--- src/rtl/assert_macros.svh ---
`ifndef ASSERT_MACROS_SVH
`define ASSERT_MACROS_SVH

// Condition must never hold outside reset.
`define ASSERT_NEVER(label, clk, rst, cond) \
  label: assert property (@(posedge clk) disable iff (rst) !(cond)) \
    else $error("assertion failed");

// Antecedent implies consequent in the same cycle.
`define ASSERT_IMPLY(label, clk, rst, ante, cons) \
  label: assert property (@(posedge clk) disable iff (rst) (ante) |-> (cons)) \
    else $error("assertion failed");

`endif

--- src/rtl/stt_pkg.sv ---
package stt_pkg;

  localparam int POS_BITS  = 16;
  localparam int LINE_BITS = 16;
  localparam int LEN_BITS  = 16;
  localparam int MAX_TOKS  = 3;

  localparam logic [5:0] K_EOF     = 6'd0;
  localparam logic [5:0] K_BAD     = 6'd1;
  localparam logic [5:0] K_UNTERM  = 6'd2;
  localparam logic [5:0] K_IDENT   = 6'd3;
  localparam logic [5:0] K_NUMBER  = 6'd4;
  localparam logic [5:0] K_STRING  = 6'd5;
  localparam logic [5:0] K_LPAREN  = 6'd6;
  localparam logic [5:0] K_RPAREN  = 6'd7;
  localparam logic [5:0] K_LBRACE  = 6'd8;
  localparam logic [5:0] K_RBRACE  = 6'd9;
  localparam logic [5:0] K_COMMA   = 6'd10;
  localparam logic [5:0] K_PLUS    = 6'd11;
  localparam logic [5:0] K_MINUS   = 6'd12;
  localparam logic [5:0] K_STAR    = 6'd13;
  localparam logic [5:0] K_SLASH   = 6'd14;
  localparam logic [5:0] K_BANG    = 6'd15;
  localparam logic [5:0] K_OP_EQ   = 6'd16;
  localparam logic [5:0] K_KEYWORD = 6'd23;

  localparam logic [3:0] KW_NONE   = 4'd15;
  localparam logic [3:0] KW_RETURN = 4'd8;
  localparam logic [3:0] KW_REAL   = 4'd9;
  localparam logic [3:0] KW_COUNT  = 4'd10;

  typedef struct packed {
    logic [5:0]  kind;
    logic [15:0] offset;
    logic [15:0] length;
    logic [15:0] line;
  } token_t;

  typedef struct packed {
    logic [1:0]                 cnt;
    token_t [MAX_TOKS-1:0]      toks;
  } bundle_t;

  function automatic logic [2:0] kw_len(input logic [3:0] cand);
    logic [2:0] r;
    case (cand)
      4'd0: r = 3'd4;
      4'd1: r = 3'd2;
      4'd2: r = 3'd3;
      4'd3: r = 3'd5;
      4'd4: r = 3'd3;
      4'd5: r = 3'd3;
      4'd6: r = 3'd4;
      4'd7: r = 3'd2;
      4'd8: r = 3'd6;
      4'd9: r = 3'd4;
      default: r = 3'd0;
    endcase
    return r;
  endfunction

  function automatic logic [7:0] kw_char(input logic [3:0] cand, input logic [2:0] i);
    logic [47:0] t;
    logic [7:0]  r;
    case (cand)
      4'd0: t = {"agar", 16'h0};
      4'd1: t = {"ya", 32'h0};
      4'd2: t = {"for", 24'h0};
      4'd3: t = {"while", 8'h0};
      4'd4: t = {"dac", 24'h0};
      4'd5: t = {"cap", 24'h0};
      4'd6: t = {"Plag", 16'h0};
      4'd7: t = {"Fn", 32'h0};
      4'd8: t = "return";
      4'd9: t = {"real", 16'h0};
      default: t = 48'h0;
    endcase
    case (i)
      3'd0: r = t[47:40];
      3'd1: r = t[39:32];
      3'd2: r = t[31:24];
      3'd3: r = t[23:16];
      3'd4: r = t[15:8];
      3'd5: r = t[7:0];
      default: r = 8'h0;
    endcase
    return r;
  endfunction

  function automatic logic [3:0] first_cand(input logic [7:0] c);
    logic [3:0] r;
    case (c)
      "a": r = 4'd0;
      "y": r = 4'd1;
      "f": r = 4'd2;
      "w": r = 4'd3;
      "d": r = 4'd4;
      "c": r = 4'd5;
      "P": r = 4'd6;
      "F": r = 4'd7;
      "r": r = 4'd8;
      default: r = KW_NONE;
    endcase
    return r;
  endfunction

endpackage

--- src/rtl/stt_scan.sv ---
module stt_scan (
  input  logic             clk,
  input  logic             rst,
  input  logic             in_valid,
  output logic             in_ready,
  input  logic [7:0]       in_char,
  input  logic             q_full,
  output logic             push,
  output stt_pkg::bundle_t push_data
);
  import stt_pkg::*;

  typedef enum logic [8:0] {
    S_IDLE    = 9'b000000001,
    S_SLASH   = 9'b000000010,
    S_COMMENT = 9'b000000100,
    S_IDENT   = 9'b000001000,
    S_NUMBER  = 9'b000010000,
    S_NUMDOT  = 9'b000100000,
    S_FRAC    = 9'b001000000,
    S_STRING  = 9'b010000000,
    S_OP      = 9'b100000000
  } mode_t;

  localparam logic [POS_BITS-1:0]  POS_ONE  = POS_BITS'(1);
  localparam logic [LINE_BITS-1:0] LINE_ONE = LINE_BITS'(1);
  localparam logic [LEN_BITS-1:0]  LEN_ONE  = LEN_BITS'(1);

  mode_t                mode, mode_next;
  logic [1:0]           pend, pend_next;
  logic [POS_BITS-1:0]  pos, pos_next;
  logic [POS_BITS-1:0]  tstart, tstart_next;
  logic [LINE_BITS-1:0] line, line_next;
  logic [3:0]           cand, cand_next;
  logic                 kok, kok_next;
  logic [LEN_BITS-1:0]  llen, llen_next;
  bundle_t              bnd;
  logic                 accept;

  function automatic logic [LEN_BITS-1:0] sat_inc(input logic [LEN_BITS-1:0] v);
    return (v == '1) ? v : v + LEN_ONE;
  endfunction

  function automatic token_t mk(input logic [5:0] k, input logic [POS_BITS-1:0] o,
                                input logic [LEN_BITS-1:0] l,
                                input logic [LINE_BITS-1:0] ln);
    token_t t;
    t.kind   = k;
    t.offset = 16'(o);
    t.length = 16'(l);
    t.line   = 16'(ln);
    return t;
  endfunction

  assign accept    = in_valid && !q_full;
  assign in_ready  = !q_full;
  assign push      = accept && (bnd.cnt != 2'd0);
  assign push_data = bnd;

  always_comb begin
    logic [7:0] c;
    logic       reproc;
    logic       at_end;
    logic       alpha;
    logic       digit;
    logic [1:0] n;
    logic [3:0] kc;
    c           = in_char;
    reproc      = 1'b0;
    at_end      = 1'b0;
    n           = 2'd0;
    kc          = cand;
    alpha       = (c >= "a" && c <= "z") || (c >= "A" && c <= "Z");
    digit       = (c >= "0" && c <= "9");
    bnd         = '0;
    mode_next   = mode;
    pend_next   = pend;
    pos_next    = pos;
    tstart_next = tstart;
    line_next   = line;
    cand_next   = cand;
    kok_next    = kok;
    llen_next   = llen;

    unique case (mode)
      S_SLASH: begin
        if (c == "/") mode_next = S_COMMENT;
        else begin
          bnd.toks[n] = mk(K_SLASH, tstart, LEN_ONE, line);
          n = n + 2'd1;
          reproc = 1'b1;
        end
      end
      S_COMMENT: begin
        if (c == 8'h0A || c == 8'h00) reproc = 1'b1;
      end
      S_IDENT: begin
        if (alpha || digit || c == "_") begin
          if (kok && cand < KW_COUNT) begin
            if (cand == KW_RETURN && llen == LEN_BITS'(2) && c == "a") kc = KW_REAL;
            cand_next = kc;
            if (llen >= LEN_BITS'(kw_len(kc)) || kw_char(kc, llen[2:0]) != c)
              kok_next = 1'b0;
          end
          llen_next = sat_inc(llen);
        end else begin
          if (kok && cand < KW_COUNT && llen == LEN_BITS'(kw_len(cand)))
            bnd.toks[n] = mk(K_KEYWORD + 6'(cand), tstart, llen, line);
          else
            bnd.toks[n] = mk(K_IDENT, tstart, llen, line);
          n = n + 2'd1;
          reproc = 1'b1;
        end
      end
      S_NUMBER, S_FRAC: begin
        if (digit) llen_next = sat_inc(llen);
        else if (c == "." && mode == S_NUMBER) mode_next = S_NUMDOT;
        else begin
          bnd.toks[n] = mk(K_NUMBER, tstart, llen, line);
          n = n + 2'd1;
          reproc = 1'b1;
        end
      end
      S_NUMDOT: begin
        if (digit) begin
          llen_next = sat_inc(sat_inc(llen));
          mode_next = S_FRAC;
        end else begin
          bnd.toks[n] = mk(K_NUMBER, tstart, llen, line);
          n = n + 2'd1;
          bnd.toks[n] = mk(K_BAD, tstart + POS_BITS'(llen), LEN_ONE, line);
          n = n + 2'd1;
          reproc = 1'b1;
        end
      end
      S_STRING: begin
        if (c == "\"") begin
          bnd.toks[n] = mk(K_STRING, tstart, sat_inc(llen), line);
          n = n + 2'd1;
          llen_next = sat_inc(llen);
          mode_next = S_IDLE;
        end else if (c == 8'h00) begin
          bnd.toks[n] = mk(K_UNTERM, tstart, llen, line);
          n = n + 2'd1;
          reproc = 1'b1;
        end else begin
          if (c == 8'h0A && line != '1) line_next = line + LINE_ONE;
          llen_next = sat_inc(llen);
        end
      end
      S_OP: begin
        if (c == "=") begin
          bnd.toks[n] = mk(K_OP_EQ + {3'd0, pend, 1'b0}, tstart, LEN_BITS'(2), line);
          n = n + 2'd1;
          mode_next = S_IDLE;
        end else begin
          bnd.toks[n] = mk(K_BANG + {3'd0, pend, 1'b0}, tstart, LEN_ONE, line);
          n = n + 2'd1;
          reproc = 1'b1;
        end
      end
      default: reproc = 1'b1;
    endcase

    if (reproc) begin
      mode_next = S_IDLE;
      case (c)
        8'h00: begin
          bnd.toks[n] = mk(K_EOF, pos, '0, line);
          n = n + 2'd1;
          at_end = 1'b1;
        end
        " ", 8'h0D, 8'h09: ;
        8'h0A: if (line != '1) line_next = line + LINE_ONE;
        "/", "\"", "!", "=", "<", ">": begin
          tstart_next = pos;
          llen_next   = LEN_ONE;
          case (c)
            "/":  mode_next = S_SLASH;
            "\"": mode_next = S_STRING;
            default: mode_next = S_OP;
          endcase
          case (c)
            "!": pend_next = 2'd0;
            "=": pend_next = 2'd1;
            "<": pend_next = 2'd2;
            ">": pend_next = 2'd3;
            default: ;
          endcase
        end
        "(", ")", "{", "}", ",", "+", "-", "*": begin
          case (c)
            "(":     bnd.toks[n] = mk(K_LPAREN, pos, LEN_ONE, line);
            ")":     bnd.toks[n] = mk(K_RPAREN, pos, LEN_ONE, line);
            "{":     bnd.toks[n] = mk(K_LBRACE, pos, LEN_ONE, line);
            "}":     bnd.toks[n] = mk(K_RBRACE, pos, LEN_ONE, line);
            ",":     bnd.toks[n] = mk(K_COMMA, pos, LEN_ONE, line);
            "+":     bnd.toks[n] = mk(K_PLUS, pos, LEN_ONE, line);
            "-":     bnd.toks[n] = mk(K_MINUS, pos, LEN_ONE, line);
            default: bnd.toks[n] = mk(K_STAR, pos, LEN_ONE, line);
          endcase
          n = n + 2'd1;
        end
        default: begin
          if (alpha || c == "_") begin
            mode_next   = S_IDENT;
            tstart_next = pos;
            llen_next   = LEN_ONE;
            cand_next   = first_cand(c);
            kok_next    = (first_cand(c) != KW_NONE);
          end else if (digit) begin
            mode_next   = S_NUMBER;
            tstart_next = pos;
            llen_next   = LEN_ONE;
          end else begin
            bnd.toks[n] = mk(K_BAD, pos, LEN_ONE, line);
            n = n + 2'd1;
          end
        end
      endcase
    end

    bnd.cnt = n;

    if (at_end) begin
      mode_next   = S_IDLE;
      pend_next   = 2'd0;
      pos_next    = '0;
      tstart_next = '0;
      line_next   = LINE_ONE;
      cand_next   = KW_NONE;
      kok_next    = 1'b0;
      llen_next   = '0;
    end else begin
      pos_next = pos + POS_ONE;
    end
  end

  always_ff @(posedge clk) begin
    if (rst) begin
      mode   <= S_IDLE;
      pend   <= 2'd0;
      pos    <= '0;
      tstart <= '0;
      line   <= LINE_ONE;
      cand   <= KW_NONE;
      kok    <= 1'b0;
      llen   <= '0;
    end else if (accept) begin
      mode   <= mode_next;
      pend   <= pend_next;
      pos    <= pos_next;
      tstart <= tstart_next;
      line   <= line_next;
      cand   <= cand_next;
      kok    <= kok_next;
      llen   <= llen_next;
    end
  end

endmodule

--- src/rtl/stt_queue.sv ---
module stt_queue (
  input  logic             clk,
  input  logic             rst,
  input  logic             push,
  input  stt_pkg::bundle_t push_data,
  output logic             full,
  input  logic             pop,
  output logic             empty,
  output stt_pkg::bundle_t head
);
  import stt_pkg::*;

  bundle_t    mem [2];
  logic       wr_ptr;
  logic       rd_ptr;
  logic [1:0] count;

  assign full  = (count == 2'd2);
  assign empty = (count == 2'd0);
  assign head  = mem[rd_ptr];

  always_ff @(posedge clk) begin
    if (push) mem[wr_ptr] <= push_data;
  end

  always_ff @(posedge clk) begin
    if (rst) begin
      wr_ptr <= 1'b0;
      rd_ptr <= 1'b0;
      count  <= 2'd0;
    end else begin
      if (push) wr_ptr <= ~wr_ptr;
      if (pop) rd_ptr <= ~rd_ptr;
      count <= count + {1'b0, push} - {1'b0, pop};
    end
  end

endmodule

--- src/rtl/stt_emit.sv ---
module stt_emit (
  input  logic             clk,
  input  logic             rst,
  input  logic             q_empty,
  input  stt_pkg::bundle_t q_head,
  output logic             q_pop,
  output logic             out_valid,
  input  logic             out_ready,
  output stt_pkg::token_t  out_tok,
  output logic             out_last
);
  import stt_pkg::*;

  logic [1:0] sel;
  logic       load;
  logic       is_last;

  assign load    = !q_empty && (!out_valid || out_ready);
  assign is_last = (sel == q_head.cnt - 2'd1);
  assign q_pop   = load && is_last;

  always_ff @(posedge clk) begin
    if (load) begin
      out_tok  <= q_head.toks[sel];
      out_last <= is_last;
    end
  end

  always_ff @(posedge clk) begin
    if (rst) begin
      out_valid <= 1'b0;
      sel       <= 2'd0;
    end else begin
      if (load) out_valid <= 1'b1;
      else if (out_ready) out_valid <= 1'b0;
      // advance within the bundle, wrap on its last token
      if (load) sel <= is_last ? 2'd0 : sel + 2'd1;
    end
  end

endmodule

--- src/rtl/source_text_tokenizer_core.sv ---
// Channel  Dir  Beat content
// s_*      in   tdata[7:0] char_code
// m_*      out  tdata[5:0] token_kind, [21:6] token_offset, [37:22] token_length,
//               [53:38] line_number, [55:54] zero; tlast last_of_run
//
// One byte is scanned per cycle while the queue is not full; tokens leave one per
// cycle from a registered output while m_tready is high. A byte yielding several
// tokens holds the output until all have left; the two-bundle queue between
// scanner and emitter absorbs this, so input stalls only when it fills.
// Synchronous reset returns scanner state to idle, line 1, offset 0, and empties the queue.
module source_text_tokenizer_core (
  input  logic        clk,
  input  logic        rst,
  input  logic        s_tvalid,
  output logic        s_tready,
  input  logic [7:0]  s_tdata,   // [7:0] char_code
  output logic        m_tvalid,
  input  logic        m_tready,
  output logic [55:0] m_tdata,   // kind, offset, length, line, zero pad
  output logic        m_tlast
);
  import stt_pkg::*;
  `include "assert_macros.svh"

  logic    q_push;
  logic    q_full;
  logic    q_pop;
  logic    q_empty;
  bundle_t q_in;
  bundle_t q_head;
  token_t  tok;

  stt_scan u_scan (
    .clk       (clk),
    .rst       (rst),
    .in_valid  (s_tvalid),
    .in_ready  (s_tready),
    .in_char   (s_tdata),
    .q_full    (q_full),
    .push      (q_push),
    .push_data (q_in)
  );

  stt_queue u_queue (
    .clk       (clk),
    .rst       (rst),
    .push      (q_push),
    .push_data (q_in),
    .full      (q_full),
    .pop       (q_pop),
    .empty     (q_empty),
    .head      (q_head)
  );

  stt_emit u_emit (
    .clk       (clk),
    .rst       (rst),
    .q_empty   (q_empty),
    .q_head    (q_head),
    .q_pop     (q_pop),
    .out_valid (m_tvalid),
    .out_ready (m_tready),
    .out_tok   (tok),
    .out_last  (m_tlast)
  );

  assign m_tdata = {2'b00, tok.line, tok.length, tok.offset, tok.kind};

  `ASSERT_NEVER(a_no_overflow, clk, rst, q_push && q_full)
  `ASSERT_NEVER(a_no_empty_pop, clk, rst, q_pop && q_empty)
  `ASSERT_IMPLY(a_eof_last, clk, rst, m_tvalid && tok.kind == K_EOF, m_tlast)
  `ASSERT_IMPLY(a_line_nonzero, clk, rst, m_tvalid, tok.line != 16'd0)

endmodule

--- config.mk ---
export PLATFORM = sky130hd
export DESIGN_NAME = source_text_tokenizer_core
export DESIGN_NICKNAME = d
export VERILOG_FILES = /design/src/rtl/stt_pkg.sv /design/src/rtl/stt_scan.sv /design/src/rtl/stt_queue.sv /design/src/rtl/stt_emit.sv /design/src/rtl/source_text_tokenizer_core.sv
export VERILOG_INCLUDE_DIRS = /design/src /design/src/rtl
export SDC_FILE = /design/constraint.sdc
export NUM_CORES = 1
export LEC_CHECK = 0
export BUFFER_PORTS_ARGS = -buffer_cell sky130_fd_sc_hd__buf_4
export CAP_MARGIN = 20
export CORE_UTILIZATION = 45
export CTS_CLUSTER_DIAMETER = 40
export CTS_CLUSTER_SIZE = 8
export DETAILED_ROUTE_END_ITERATION = 10
export GPL_ROUTABILITY_DRIVEN = 0
export GPL_TIMING_DRIVEN = 0
export SLEW_MARGIN = 20
export SYNTH_ARGS = -nofsm -noshare
export SYNTH_HDL_FRONTEND = slang
export SYNTH_HIERARCHICAL = 1
export SYNTH_SLANG_ARGS = --single-unit
--- constraint.sdc ---
create_clock -name clk -period 16.8 [get_ports clk]
set_clock_uncertainty 0.1 [all_clocks]
set_input_delay 3.36 -clock clk [delete_from_list [all_inputs] [get_ports clk]]
set_output_delay 3.36 -clock clk [all_outputs]
set_load 0.05 [all_outputs]
==> results of run 1 <==
## synthesized netlist by cell type (9+ instances only)
cell	count	area, um2
a211oi_1	11	82.6
mux2i_1	64	641
xor2_1	29	254
a31oi_1	21	131
o21ai_1	9	45.0
xnor2_1	36	315
o31ai_1	12	90.1
nand2_1	232	871
buf_2	36	180
nor2b_1	34	213
a22oi_1	15	113
clkbuf_8	13	179
o22ai_1	11	68.8
buf_4	47	353
edfxtp_1	383	11500
inv_1	37	139
o21ai_0	149	746
nand4_1	29	181
nor4_1	16	100
nor2_1	172	646
or3_1	14	87.6
dfxtp_1	91	1820
a21o_1	11	82.6
mux2_2	167	1880
a21oi_1	121	606
and3_1	48	300
nor3_1	33	165
nand3_1	63	315
ha_1	44	551
and4_1	10	87.6
clkbuf_1	66	248
and2_1	24	150
## registers in the layout, indices dropped and copies added, names as in the netlist, named ones only
register and count:
u_queue/mem 328, u_emit/out_tok 54, u_scan/line 16, u_scan/llen 16
u_scan/pos 16, u_scan/tstart 16, u_scan/mode 9, u_scan/cand 4
u_emit/sel 2, u_queue/count 2, u_scan/pend 2, u_emit/out_last 1
u_emit/out_valid 1, u_queue/rd_ptr 1, u_queue/wr_ptr 1, u_scan/kok 1
## area by class of cell
| type | instances | area, um2 |
|---|---|---|
| Sequential cell | 474 | 13300 |
| Antenna cell | 2 | 5.00 |
| Fill cell | 4679 | 24900 |
| Clock buffer | 122 | 2260 |
| Buffer | 177 | 1080 |
| Inverter | 42 | 160 |
| Tap cell | 696 | 871 |
| Multi-Input combinational cell | 1582 | 10500 |
| Timing Repair Buffer | 78 | 796 |
| Clock inverter | 21 | 348 |
## logic make-up (layout without fill, tap and decap cells)
kind of cell	Yosys count	count (layout)	synth area share, %
muxes	232	232	10.2
other	2	38	0.0302
and+or+nand+nor	738	738	15.0
adders and majority gates	45	45	2.29
AOI/OAI and AO/OA	465	465	11.7
DFF	474	474	53.5
buffers and inverters	219	440	4.96
xor gates and xnor gates	66	66	2.38
## power breakdown
| group | internal, uW | switching, uW |
|---|---|---|
| combinational | 404 | 712 |
| clock | 1030 | 540 |
| sequential | 1500 | 44.1 |
## critical path, stage by stage
cell and delay (ps):
buf_4 90, buf_2 210, clkinv_1 300, nand2_1 320
or3_1 300, o21ai_0 130, nor2_1 230, nand2_1 420
nor2_1 700, nand2_1 100, o21ai_0 210, o21a_1 270
nor2b_4 630, buf_16 240, buf_16 180, buf_16 170
## path summary, 6_finish.rpt
check | endpoint | slack (ps) | depth (start not counted)
setup / recovery | u_queue/mem[0][80]$_DFFE_PP_ | 9100 | 16
hold / removal | u_scan/pend[1]$_SDFFE_PP0P_ | 380 | 2
setup reg to reg | u_queue/mem[0][80]$_DFFE_PP_ | 11730 | 14
hold reg to reg | u_scan/pend[1]$_SDFFE_PP0P_ | 380 | 2
## per-stage QoR
stage	instance area, um2	power, uW	setup TNS [ps]
after floorplan	25000	2350	0
after global placement	26400	2680	-407310
after detailed placement	26700	2690	0
after CTS	29300	4270	0
after global routing	29300	4390	0
final	29300	4230	0
## metal layers
metal | track usage [%] | up-vias | part of all wire (%)
met3 | 4.09 | 155 | 6.8
li1 | - | 8687 | -
met4 | 9.81 | 0 | 3.2
met1 | 32.7 | 9003 | 44
met2 | 38.8 | 760 | 46
met5 | 0 | - | 0
==> results.md, run 1 <==
* VDD IR max at 0.0749 mV
* Die Y at 237 um
* Fin. max-slew vios at 0
* Die area at 56300 um2
* Max_cap viols at 0
* Vias in the first global route at 18100
* DIE WIDTH at 237 um
* EDFF count, synth at 383
* CTS tree: done
* Largest net degree at the start of global routing at 51
* Least-Margin Pin Slew at 1070 ps
* Clock transition at the registers of the reported paths at 50 ps
* WS Path Type: in -> reg
* Antenna viol nets, final at 0
* Post-CTS sizing at 0
* Main synth FF type: edfxtp_1
* Initial DRC Count at 1680
* Clock Tree Root: clkbuf_16
* Postcts setup bufs at 0
* Hold slack at 379 ps
* Synthesized cell area at 24900 um2
* Synth Register Bits at 474
* Final setup margin at 9100 ps
* Cts hold-fix bufs at 0
* PD cells at 144 nW/um2
* DRC errors left at 0
* Setup Slack @ Placement at 8580 ps
* Final Util at 54.0%
* Row cnt at 85
* Worst skew pair latency at 610 ps
* Most frequent cells in the layout: 383 x edfxtp_1, 232 x nand2_1, 172 x nor2_1
* Maximum clock path buffer count at 3
* Asr flop ratio synth at 0%
* Max FO, Critical Path at 18
* Ys Warns at 6
* Cells after synthesis at 2241
* RSZ-0062 raised after global routing: false
* TritonCTS buffer count at 80
* First-pass GRT wire length at 105000 um
* Final hold violations at 0
* Antenna violations before repair at 2
* Static Leak at 0.0105 uW
* Worst rel slew slack at 27.8%
* CP required at 17000 ps
* Nets at 2492
* Port-buffer cells at 66
* Core ar. at 54200 um2
* Sequential area share after synthesis at 53.5%
* CP startpoint: s_tdata[0]
* Initial Util at 45.9%
* Fmax at 130 MHz
* Worst endpoint data arrival time at 7900 ps
* Post-route insts no fill at 3194
* Routed vias at 18600
* Vias per cell at 5.82
* Tcrit/Tclk final at 45.8%
* HP Start: u_scan/pend[1]$_SDFFE_PP0P_
* Layout cells sized above 1 at 20.4%
* Final WL at 68300 um
* HP Class: reg -> reg
* Number of library cell types mapped by synthesis at 102
* IO Pins at 71
* Post-placement cell count at 3049
* Crit path time final at 7700 ps
* HPWL Detailed at 48300 um
* Most common cell after layout, fill and taps aside: edfxtp_1
* Drt wl/cell at 21.4 um
* Status: completed
* DRT Pass-1 Iters at 6
* GR Overflow Total at 0
* Clk sinks at 474
* H-tree levels at 3
* Post-Syn Area per Cell at 11.1 um2
* Startpoint type of the worst setup path: input port
* Count of final setup violators at 0
* Total track usage at 24.2%
* P&R area growth vs syn at 17.8%
* Reg2reg start: u_scan/mode[6]$_SDFFE_PP0P_
* Crit. End Element: flip-flop
(Power assumes the default switching activity.)
==> run 2, diff against run 1 <==
Clock period 16.8 ns to 6.6 ns, I/O delays scaled along.
==> results.md, run 2 (synthesized netlist as in run 1, its figures left out) <==
* Status: completed
* Post-CTS sizing at 0 (unchanged)
* Max_cap viols at 0 (unchanged)
* Most frequent CP cell: nand2_1
* Final instance area at 29200 um2 (-0.38%)
* Worst endpoint data arrival time at 5870 ps (-2030 ps)
* Vias per cell at 5.85 (+0.48%)
* Clk sinks at 474 (unchanged)
* Crit. End Element: flip-flop
* Port-buffer cells at 66 (unchanged)
* Fin. max-slew vios at 0 (unchanged)
* First-pass GRT wire length at 105000 um (+0.65%)
* CP required at 6760 ps (-10240 ps)
* DRT Pass-1 Iters at 6 (unchanged)
* DIE WIDTH at 237 um (unchanged)
* HP Class: reg -> reg
* Total track usage at 24.3% (+0.074 points)
* H-tree levels at 3 (unchanged)
* Critical Path Max Stage Delay at 690 ps (about the same)
* CTS tree: done
* Core ar. at 54200 um2 (unchanged)
* PD cells at 363 nW/um2 (+150%)
* Reg power frac at 36.9% (+0.5 points)
* Most frequent cells in the layout: 383 x edfxtp_1, 232 x nand2_1, 172 x nor2_1
* Sw Share at 30.9% (+0.27 points)
* Clock transition at the registers of the reported paths at 40 ps (about the same)
* Clk pwr share at 36.3% (-0.9 points)
* Vias in the first global route at 18200 (+0.74%)
* Crit path time final at 5710 ps
* Net Switching at 3280 uW (+150%)
* Clock Tree Root: clkbuf_16
* Combinational power share at 26.8% (+0.4 points)
* Die area at 56300 um2 (unchanged)
* VDD IR max at 0.183 mV (+140%)
* Nets at 2493 (+0.040%)
* Cts hold-fix bufs at 0 (unchanged)
* RSZ-0062 raised after global routing: false
* Antenna viol nets, final at 0 (unchanged)
* Pint at 7330 uW (+150%)
* Max FO, Critical Path at 50 (+32)
* Filler cell count at 4703 (+0.51%)
* Drt wl/cell at 21.4 um (about the same)
* Startpoint type of the worst setup path: input port
* TritonCTS buffer count at 80 (unchanged)
* Crit path max-delay cell type: nor2_1
* Critical-path cell list: buf_4, buf_2, clkinv_1, nand2_1, or3_1, o21ai_0, nor2_1, nand2_1, nor2_1, nand2_1, o21ai_0, o21a_1, and2_4, buf_12, buf_12, buf_16
* Largest regs: u_queue/mem (328), u_emit/out_tok (54)
* Count of final setup violators at 0 (unchanged)
* Worst rel slew slack at 25.5% (-2.3 points)
* P&R area growth vs syn at 17.3%
* Initial DRC Count at 1825 (+8.6%)
* Static Leak at 0.0105 uW (-0.41%)
* GR Overflow Total at 0 (unchanged)
* WS Path Type: in -> reg
* Fmax at 175 MHz
* Tcrit/Tclk final at 86.5%
* Final Util at 53.8% (-0.21 points)
* Layout cells sized above 1 at 20.3% (-0.064 points)
* HPWL Detailed at 48400 um (+0.20%)
* Final WL at 68300 um (about the same)
* Top reg by flops: u_queue/mem
* Antenna violations before repair at 0 (-2)
* Final hold violations at 0 (unchanged)
* Routed vias at 18700 (+0.51%)
* IO Pins at 71 (unchanged)
* Largest net degree at the start of global routing at 51 (unchanged)
* Maximum clock path buffer count at 3 (unchanged)
* Max reg flops at 328 (unchanged)
* Initial Util at 45.9% (unchanged)
* Placed cell area at 26700 um2 (about the same)
* Antenna Cells at 0 (-2)
* Postcts setup bufs at 0 (unchanged)
* Die Y at 237 um (unchanged)
* Row cnt at 85 (unchanged)
* DRC errors left at 0 (unchanged)
* Worst skew pair latency at 600 ps (about the same)
* Most common cell after layout, fill and taps aside: edfxtp_1
* Least-Margin Pin Slew at 1090 ps (+17.0 ps)
## run 2: cell types whose count changed in the layout (fill, tap and decap cells not counted), moves of 2 or more
cell | before | now
buf_12 | 4 | 7
buf_16 | 8 | 6
bufinv_16 | 7 | 4
clkbuf_8 | 21 | 18
clkinv_1 | 5 | 9
clkinv_2 | 2 | 7
clkinv_8 | 3 | 1
diode_2 | 2 | 0
## run 2: cell type report
type                       count  area, um2  area share (%)
sequential                   474      13300            45.6
inverter                      42        160           0.548
clock buffer                 120       2240            7.69
multi-input combinational   1582      10500            35.9
tap                          696        871            2.98
clock inverter                25        254           0.870
buffer                       177       1080            3.69
timing repair buffer          79        801            2.74
## run 2: metrics by stage
stage               hold slack (ps)  setup WS, ps  TNS (ps)  power [uW]  cells
finish                          377           894         0       10600   3195
global placement                364         -2570   -715520        6740   3037
detailed placement              372           367         0        6830   3050
CTS                             377           971         0       10700   3195
global route                    399           654         0       11000   3195
floorplan                       345          99.2         0        5940   2275
## run 2: critical path: cells and delay by family
kind                   cells  cell delay (ps)
AOI/OAI and AO/OA          3              620
buffers and inverters      6             1400
and+or+nand+nor            7             2480
## run 2: final timing paths
path                                                    start                             to  slack (ps)  cells after the start
worst max-delay path                               s_tdata[0]   u_queue/mem[1][85]$_DFFE_PP_         890                     16
worst min-delay path            u_scan/tstart[0]$_SDFFE_PP0P_  u_scan/tstart[0]$_SDFFE_PP0P_         380                      2
worst max register to register    u_scan/mode[6]$_SDFFE_PP0P_   u_queue/mem[1][85]$_DFFE_PP_        1490                     14
worst min register to register  u_scan/tstart[0]$_SDFFE_PP0P_  u_scan/tstart[0]$_SDFFE_PP0P_         380                      2
## run 2: metal layers
| layer | global-route usage [%] | vias up | wire [um] |
|---|---|---|---|
| met5 | 0 | - | 0 |
| met1 | 33.3 | 8998 | 29900 |
| li1 | - | 8678 | - |
| met4 | 10.6 | 0 | 2400 |
| met3 | 3.60 | 184 | 4710 |
| met2 | 38.4 | 840 | 31300 |
## run 2: power groups by stage
stage	registers, uW	clock network [uW]	logic, uW
2_1_floorplan	4590	0	1350
3_3_place_gp	4020	0	2720
3_5_place_dp	3980	0	2860
4_1_cts	3920	3920	2860
5_1_grt	3960	4070	3010
6_report	3920	3850	2840
